==> src/rtl/lscd_pkg.sv <==
// shared types and constants for the sector cache directory
package lscd_pkg;

  localparam int unsigned SLOTS_DEF = 256;
  localparam logic [15:0] PIN_MAX = 16'hFFFF;

  typedef enum logic [2:0] {
    FN_GET        = 3'd0,
    FN_PUT        = 3'd1,
    FN_WB_DONE    = 3'd2,
    FN_FILL_DONE  = 3'd3,
    FN_RELEASE    = 3'd4,
    FN_NEXT_DIRTY = 3'd5
  } func_e;

  typedef enum logic [2:0] {
    ST_OK      = 3'd0,
    ST_FILL    = 3'd1,
    ST_WB      = 3'd2,
    ST_BUSY    = 3'd3,
    ST_BADADDR = 3'd4,
    ST_NONE    = 3'd5,
    ST_IOERR   = 3'd6
  } status_e;

  typedef enum logic [2:0] {
    S_CLEAR,
    S_IDLE,
    S_SCAN,
    S_WAIT,
    S_DONE
  } state_e;

  typedef struct packed {
    logic [2:0]  func;
    logic [3:0]  device_id;
    logic [47:0] block_address;
    logic [47:0] sector_limit;
    logic [7:0]  slot;
    logic        mark_dirty;
    logic        io_ok;
    logic        all_devices;
  } req_t;

  typedef struct packed {
    logic [2:0]  status;
    logic [7:0]  result_slot;
    logic [3:0]  victim_device;
    logic [47:0] victim_address;
  } rsp_t;

  typedef struct packed {
    logic        valid;
    logic        dirty;
    logic [15:0] pin;
    logic [3:0]  dev;
    logic [47:0] addr;
    logic [63:0] stamp;
  } entry_t;

  typedef struct packed {
    logic clear;
    logic load;
    logic read;
    logic finish;
  } ctl_cmd_t;

  typedef struct packed {
    logic last;
    logic idx_max;
  } ctl_sts_t;

endpackage

==> src/rtl/lscd_ctrl.sv <==
// controller state machine: clearing pass, slot scan and result sequencing
module lscd_ctrl
  import lscd_pkg::*;
(
  input  logic     clk_i,
  input  logic     rst_ni,
  input  logic     start_i,
  input  ctl_sts_t sts_i,
  output ctl_cmd_t cmd_o,
  output logic     busy_o
);

  state_e state_q, state_d;

  always_ff @(posedge clk_i or negedge rst_ni) begin
    if (!rst_ni) begin
      state_q <= S_CLEAR;
    end else begin
      state_q <= state_d;
    end
  end

  always_comb begin
    state_d = state_q;
    cmd_o   = '0;
    busy_o  = 1'b1;
    case (state_q)
      S_CLEAR: begin
        cmd_o.clear = 1'b1;
        if (sts_i.idx_max) begin
          state_d = S_IDLE;
        end
      end
      S_IDLE: begin
        busy_o = 1'b0;
        if (start_i) begin
          cmd_o.load = 1'b1;
          state_d    = S_SCAN;
        end
      end
      S_SCAN: begin
        cmd_o.read = 1'b1;
        if (sts_i.last) begin
          state_d = S_WAIT;
        end
      end
      // last read data is being looked at
      S_WAIT: begin
        state_d = S_DONE;
      end
      S_DONE: begin
        cmd_o.finish = 1'b1;
        state_d      = S_IDLE;
      end
      default: begin
        state_d = S_IDLE;
      end
    endcase
  end

  a_done_to_idle: assert property (@(posedge clk_i) disable iff (!rst_ni)
    (state_q == S_DONE) |=> (state_q == S_IDLE))
    else $error("finish not followed by idle");

  a_start_scans: assert property (@(posedge clk_i) disable iff (!rst_ni)
    (state_q == S_IDLE && start_i) |=> (state_q == S_SCAN))
    else $error("accepted transaction did not start a scan");

  a_clear_holds: assert property (@(posedge clk_i) disable iff (!rst_ni)
    (state_q == S_CLEAR && !sts_i.idx_max) |=> (state_q == S_CLEAR))
    else $error("clearing pass left early");

endmodule

==> config.mk <==
export PLATFORM = sky130hd
export DESIGN_NAME = lscd_ctrl
export DESIGN_NICKNAME = d
export VERILOG_FILES = /design/src/rtl/lscd_pkg.sv /design/src/rtl/lscd_ctrl.sv
export SDC_FILE = /design/constraint.sdc
export NUM_CORES = 1
export LEC_CHECK = 0
export ABC_AREA = 1
export BUFFER_PORTS_ARGS = -buffer_cell sky130_fd_sc_hd__buf_2
export CAP_MARGIN = 20
export CORE_AREA = 2 2 39 41
export DETAILED_ROUTE_END_ITERATION = 10
export DIE_AREA = 0 0 41 43
export PLACE_DENSITY = 0.4
export SLEW_MARGIN = 20
export SYNTH_ARGS = -nofsm -noshare
export SYNTH_HDL_FRONTEND = slang
export SYNTH_SLANG_ARGS = --single-unit
export TNS_END_PERCENT = 20
==> constraint.sdc <==
create_clock -name clk_i -period 2.8 [get_ports clk_i]
set_input_delay 0.56 -clock clk_i [delete_from_list [all_inputs] [get_ports clk_i]]
set_output_delay 0.56 -clock clk_i [all_outputs]
set_load 0.02 [all_outputs]
Yosys cells after proc, flatten, opt, wreduce, memory -nomap -nowiden
Cells that the tools add are included. W data, S select, Z words.

Register bits: 3. Input bits: 5. Output and inout bits: 5. Logic and storage cells: 20.

Equality and inequality tests: 7. Muxes and demuxes: 10. Reduce and logical (&&, ||, !) cells: 2.

Operators by type and width (count): $pmux W3 S4 (1); $mux W3 (3); $eq A3 B2 Y1 const B (2); $mux W1 (6); $ne A2 B2 Y1 const B (3); $eq A3 B1 Y1 const B (1); $eq A3 B3 Y1 const B (1); $logic_not A3 Y1 (1); $reduce_and A3 Y1 (1).

Logic depth before layout (Yosys ltp)
Gate-level depths: netlist of the first run.

Depth in word-level cells: 3. Depth in mapped cells: 6. Mapped depth without buffers: 6.

Least setup slack after synthesis of the first run
Ideal clock, no wire load.

Path type: flip-flop to output port. Start point: reg state_q[2]. End point: out cmd_o[2] in the netlist's numbering. Data arrival time: 0.948 ns. Required time: 2.240 ns. Setup slack: 1.292 ns. Cell stages (with the launch flop): 4. Cells stage by stage: dfrtp_1 -> inv_2 -> nand3_2 -> nor2_1.

RTL lines: start: declaration (line lscd_ctrl.sv:13) `state_e state_q, state_d;`; start signal: assignment (line lscd_ctrl.sv:19) `state_q <= state_d;`; end: declaration (line lscd_ctrl.sv:9) `output ctl_cmd_t cmd_o,`.

==> impl_metrics.tcl, run 1 <==
set metrics [dict create \
    status "complete, no violations" \
    final_util_pct 20.6 \
    synth_top_area_cell "dfrtp_1" \
    synth_edf_count 0 \
    viasPerCell 3.77 \
    row_count 14 \
    pwr-share-seq_pct 24.2 \
    reg2reg_slack_ns 1.84 \
    pin_count 10 \
    grt_overflow 0 \
    antenna_found_initial 0 \
    switching_power_uw 172 \
    p_comb_share_pct 54.8 \
    setup_viol 0 \
    syn_area_um2 194 \
    fin_tns_setup_ns 0 \
    top_register "state_q" \
    min_period_over_period_pct 58.9 \
    syn_avg_cell_area_um2 6.93 \
    fin_nets 47 \
    p_leak_nw 0.178 \
    critPathLaunch "state_q[0]" \
    wire_per_inst_um 7.42 \
    h-tree-depth 1 \
    seq_area_frac_synth_pct 38.7 \
    cp.arrival_ns 1.09 \
    reg.largest.list "state_q (3)" \
    drc_errors 0 \
    ys_seq_elements 3 \
    grt_use_total_pct 7.65 \
    grt_max_degree 6 \
    rsz0062_at_grt "no" \
    cts_setup_buffers 0 \
    coreArea_um2 1380 \
    cp-end-kind "output port" \
    gp_congestion 0.688 \
    initial_utilization_pct 14.0 \
    cts_inserted_buffers 3 \
    ys.flop_type "dfrtp_1" \
    dr.pass1.iters 3 \
    drv_cap 0 \
    synth_common_cells "6 x inv_1, 6 x nor2_1, 3 x dfrtp_1, 3 x nand2_1" \
    hold_viol 0 \
    timing.rr.start "state_q[2]" \
    endpoint "cmd_o[0]" \
    period_needed_ns 1.65 \
    drt-initial-drc-count 4 \
    hpwl_um 349 \
    finClkSkew_ns 0.00302 \
    p_clk_share_pct 21.0 \
    cp.required_ns 2.24 \
    hold_path_class "in2async" \
    drive_above_1_share_pct 41.5 \
    cts_tree "done" \
    antennaDiodeCount 0 \
    postRouteAntennaNets 0 \
    synthToLayoutAreaGrowth_pct 47.1 \
    synth_fp_nets 33 \
    max-slew-margin-rel_pct 89.3 \
    tightest_slew_ns 0.160 \
    clkLatencyLatePin_ns 0.23 \
    cts_resized 0 \
    vias 215 \
    synth_warnings 0 \
    fp.dieW_um 41 \
    fin_cells 57 \
    largest_reg_flops 3 \
    p_sw_share_pct 48.2 \
    totalWireLength_um 423 \
    grt_pass1_wl_um 800 \
    worst-r2r-cell-count 6 \
    clockBufferDepth 2 \
    ir_worst_vdd_uv 269 \
    p_per_area_nw_per_um2 1250 \
    cts_sinks 3 \
    synth_cell_types 11 \
    maxClockFrequency_mhz 606 \
    dp.cells 53 \
    die_h_um 43 \
    cts_hold_buf 0 \
    ys_top_cells_by_area "dfrtp_1 39%, inv_1 12%, nor2_1 12%, nand3_2 10%, nand2_1 5.8%" \
    cts.clk_slew.worst_paths_ns 0.04 \
    rr_endpoint "state_q[1]" \
    grt_pass1_vias 211 \
    cts-root-buf "clkbuf_4" \
    portBuffers 9 \
    crit_fanout 4 \
    setup.worst_path.start_class "flop" \
    internal_power_uw 185 \
    path_class "reg2out" \
    die_area_um2 1760 \
    finalMaxSlewViolations 0 \
    synthArstFlopShare_pct 100 \
    synth_top_area_share_pct 38.7 \
    syn-instance-count 28 \
]
-- critical path, stage by stage (launching register included) --
cell and delay [ns]:
dfrtp_1 0.41, nor2_1 0.14, inv_1 0.07, nor2_1 0.08, buf_2 0.16
-- final cells by class --
cell class | instances | area [um2]
clock buffers | 4 | 26.3
fillers | 163 | 1100
inverters | 8 | 30.0
multi-input cells | 17 | 88.8
flip-flops and latches | 3 | 75.1
well taps | 16 | 20.0
repair buffers | 9 | 45.0
-- cell usage in the layout (no fill, tap or decap), types with 2 or more instances in the layout --
master,netlist,final
nor2_1,6,6
inv_1,6,6
nand3_2,2,2
buf_2,0,9
dfrtp_1,3,3
nand2_1,3,3
nand3_1,2,2
inv_2,2,2
clkbuf_4,0,3
-- worst min path at each step --
stage | end | startpoint
6_report | state_q[2] | rst_ni
5_1_grt | state_q[1] | rst_ni
4_1_cts | state_q[0] | rst_ni
3_5_place_dp | state_q[2] | rst_ni
3_3_place_gp | state_q[2] | rst_ni
2_1_floorplan | state_q[0] | rst_ni
-- layer usage --
metal | vias to the layer above | GRT usage, % | wire length [um]
li1 | 112 | - | -
met1 | 97 | 7.79 | 194
met2 | 6 | 8.75 | 207
met3 | 0 | 4.71 | 21
met4 | 0 | 10.0 | 0
met5 | - | 0 | 0
-- power groups by stage --
stage,clock network [mW],logic (mW),registers [mW]
after floorplan,0,0.149,0.0829
after global placement,0,0.200,0.0878
after detailed placement,0,0.197,0.0873
after CTS,0.0795,0.198,0.0865
after global routing,0.0839,0.222,0.0901
final,0.0749,0.195,0.0864
-- per-stage QoR --
step                      power [mW]  hold WS [ns]  area (um2)  worst slack [ns]
after detailed placement       0.284         0.363         259              1.32
after floorplan                0.232         0.264         194              1.29
after CTS                      0.364         0.112         285              1.14
after global routing           0.396         0.101         285              1.03
after global placement         0.288         0.360         259              1.32
final                          0.357         0.118         285              1.15
-- cell families after synthesis --
| group | synth area share [%] |
|---|---|
| AO/OA/AOI/OAI | 2.58 |
| buffers and inverters | 15.5 |
| flip-flops | 38.7 |
| AND/OR/NAND/NOR | 43.2 |
(Power assumes the default switching activity.)
==> run 2: changes to the inputs <==
--- a/config.mk
+++ b/config.mk
@@ -11,7 +11,7 @@
 export CORE_AREA = 2 2 39 41
 export DETAILED_ROUTE_END_ITERATION = 10
 export DIE_AREA = 0 0 41 43
-export PLACE_DENSITY = 0.4
+export PLACE_DENSITY = 0.41
 export SLEW_MARGIN = 20
 export SYNTH_ARGS = -nofsm -noshare
 export SYNTH_HDL_FRONTEND = slang
==> constraint.sdc (replaced) <==
create_clock -name clk_i -period 1.5 [get_ports clk_i]
set_input_delay 0.3 -clock clk_i [delete_from_list [all_inputs] [get_ports clk_i]]
set_output_delay 0.3 -clock clk_i [all_outputs]
set_load 0.02 [all_outputs]
==> run 2 against run 1 <==
Global-route usage decreased by 0.62 points; clock-buffer cell count unchanged; total power up 87%; flip-flop and latch count stayed put; register-to-register slack lost 1.3 ns; via count is 0.93% lower; first-iteration DRC count stayed put; clock skew shrank 0.0023 ns; cell count is 1.8% higher; sequential share of layout area decreased by 0.89 points; setup slack lost 1.0 ns; critical path type unchanged; largest cell class unchanged; largest power group unchanged.
==> impl_metrics.tcl, run 2 (synthesis gave the netlist of run 1 again) <==
set metrics [dict create \
    status "complete, no violations" \
    endpoint "cmd_o[0]" \
    fill_cells 168 \
    totalWireLength_um 427 \
    row_count 14 \
    ir_worst_vdd_uv 520 \
    cts-root-buf "clkbuf_4" \
    grt_use_total_pct 7.04 \
    grt_pass1_wl_um 717 \
    drv_cap 0 \
    postRouteAntennaNets 0 \
    die_h_um 43 \
    p_per_area_nw_per_um2 2260 \
    dp.cells 53 \
    clockBufferDepth 2 \
    grt_pass1_vias 213 \
    layout_common_cells "9 x buf_2, 6 x inv_1, 6 x nor2_1" \
    min_period_over_period_pct 92.2 \
    top_register "state_q" \
    cp.arrival_ns 1.08 \
    fin_nets 48 \
    dr.pass1.iters 2 \
    critPathLaunch "state_q[1]" \
    p_leak_nw 0.182 \
    cts_tree "done" \
    vias 213 \
    worst-r2r-cell-count 6 \
    drive_above_1_share_pct 40.5 \
    largest_reg_flops 3 \
    reg2reg_slack_ns 0.54 \
    tightest_slew_ns 0.153 \
    cts_inserted_buffers 3 \
    fin_tns_setup_ns 0 \
    cts.clk_slew.worst_paths_ns 0.04 \
    cts_setup_buffers 0 \
    layout_commonest_cell "buf_2" \
    rr_endpoint "state_q[1]" \
    maxClockFrequency_mhz 723 \
    cts_resized 0 \
    h-tree-depth 1 \
    cts_hold_buf 1 \
    initial_utilization_pct 14.0 \
    hpwl_um 342 \
    synthToLayoutAreaGrowth_pct 52.3 \
    rsz0062_at_grt "no" \
    reg.largest.list "state_q (3)" \
    hold_path_class "in2reg" \
    cp.required_ns 1.20 \
    power_uw 666 \
    viasPerCell 3.67 \
    fp.dieW_um 41 \
    grt_max_degree 6 \
    portBuffers 9 \
    timing.final.ws_setup_ns 0.118 \
    max-slew-margin-rel_pct 89.8 \
    die_area_um2 1760 \
    crit_fanout 3 \
    antennaDiodeCount 0 \
    wire_per_inst_um 7.36 \
    cts_sinks 3 \
    fin_cells 58 \
    register_area_um2 75.1 \
    coreArea_um2 1380 \
    clkLatencyLatePin_ns 0.23 \
    multiInputGateArea_um2 88.8 \
    grt_overflow 0 \
    antenna_found_initial 0 \
    dp_slack_ns 0.350 \
    path_class "reg2out" \
    period_needed_ns 1.38 \
    setup_viol 0 \
    gp_congestion 0.696 \
    timing.rr.start "state_q[2]" \
    finalMaxSlewViolations 0 \
    cp-end-kind "output port" \
    drc_errors 0 \
    hold_viol 0 \
    setup.worst_path.start_class "flop" \
    pin_count 10 \
    drt-initial-drc-count 4 \
    finClkSkew_ns 0.000764 \
]
run 2: changes by cell type in the layout (fill, tap and decap cells not counted):
cell / before / now
dlygate4sd3_1: 0 / 1
run 2: cell type report:
cell class                      instances  area share (%)
Multi-Input combinational cell         17            30.1
Timing Repair Buffer                   10            18.6
Inverter                                8            10.2
Clock buffer                            4            8.90
Sequential cell                         3            25.4
Tap cell                               16            6.78
run 2: how the worst min path moves through the flow:
| stage | from | to | cells past startpoint | slack (ns) |
|---|---|---|---|---|
| after floorplan | rst_ni | state_q[0] | 0 | 0.004 |
| after global placement | rst_ni | state_q[2] | 1 | 0.1 |
| after detailed placement | rst_ni | state_q[2] | 1 | 0.10 |
| after CTS | sts_i[1] | state_q[1] | 4 | 0.35 |
| after global routing | sts_i[1] | state_q[1] | 4 | 0.39 |
| final | sts_i[1] | state_q[1] | 4 | 0.36 |
run 2: power breakdown:
group | switching, mW | internal, mW | total (mW) | leakage, nW
Combinational | 0.240 | 0.126 | 0.366 | 0.129
Sequential | 0.0399 | 0.121 | 0.161 | 0.0374
Clock | 0.0398 | 0.0996 | 0.139 | 0.0150
run 2: routing by layer:
layer / part of all wire, % / up-vias / global-route usage (%)
met5: 0 / - / 0
met1: 38 / 93 / 5.16
met3: 7.7 / 2 / 4.71
met2: 49 / 6 / 9.38
met4: 4.4 / 0 / 10.0
li1: - / 112 / -
run 2: worst max-delay path: stages, from the launching register on:
cell     delay [ns]
dfrtp_1        0.40
nor2_1         0.14
inv_1          0.06
nor2_1         0.08
buf_2          0.17
run 2: through the flow:
stage	hold WS, ns	utilization (%)	cell area [um2]
6_report	0.358	21.3	295
5_1_grt	0.385	21.3	295
4_1_cts	0.349	21.3	295
3_5_place_dp	0.100	18.7	259
3_3_place_gp	0.0990	18.7	259
2_1_floorplan	0.00441	-	194
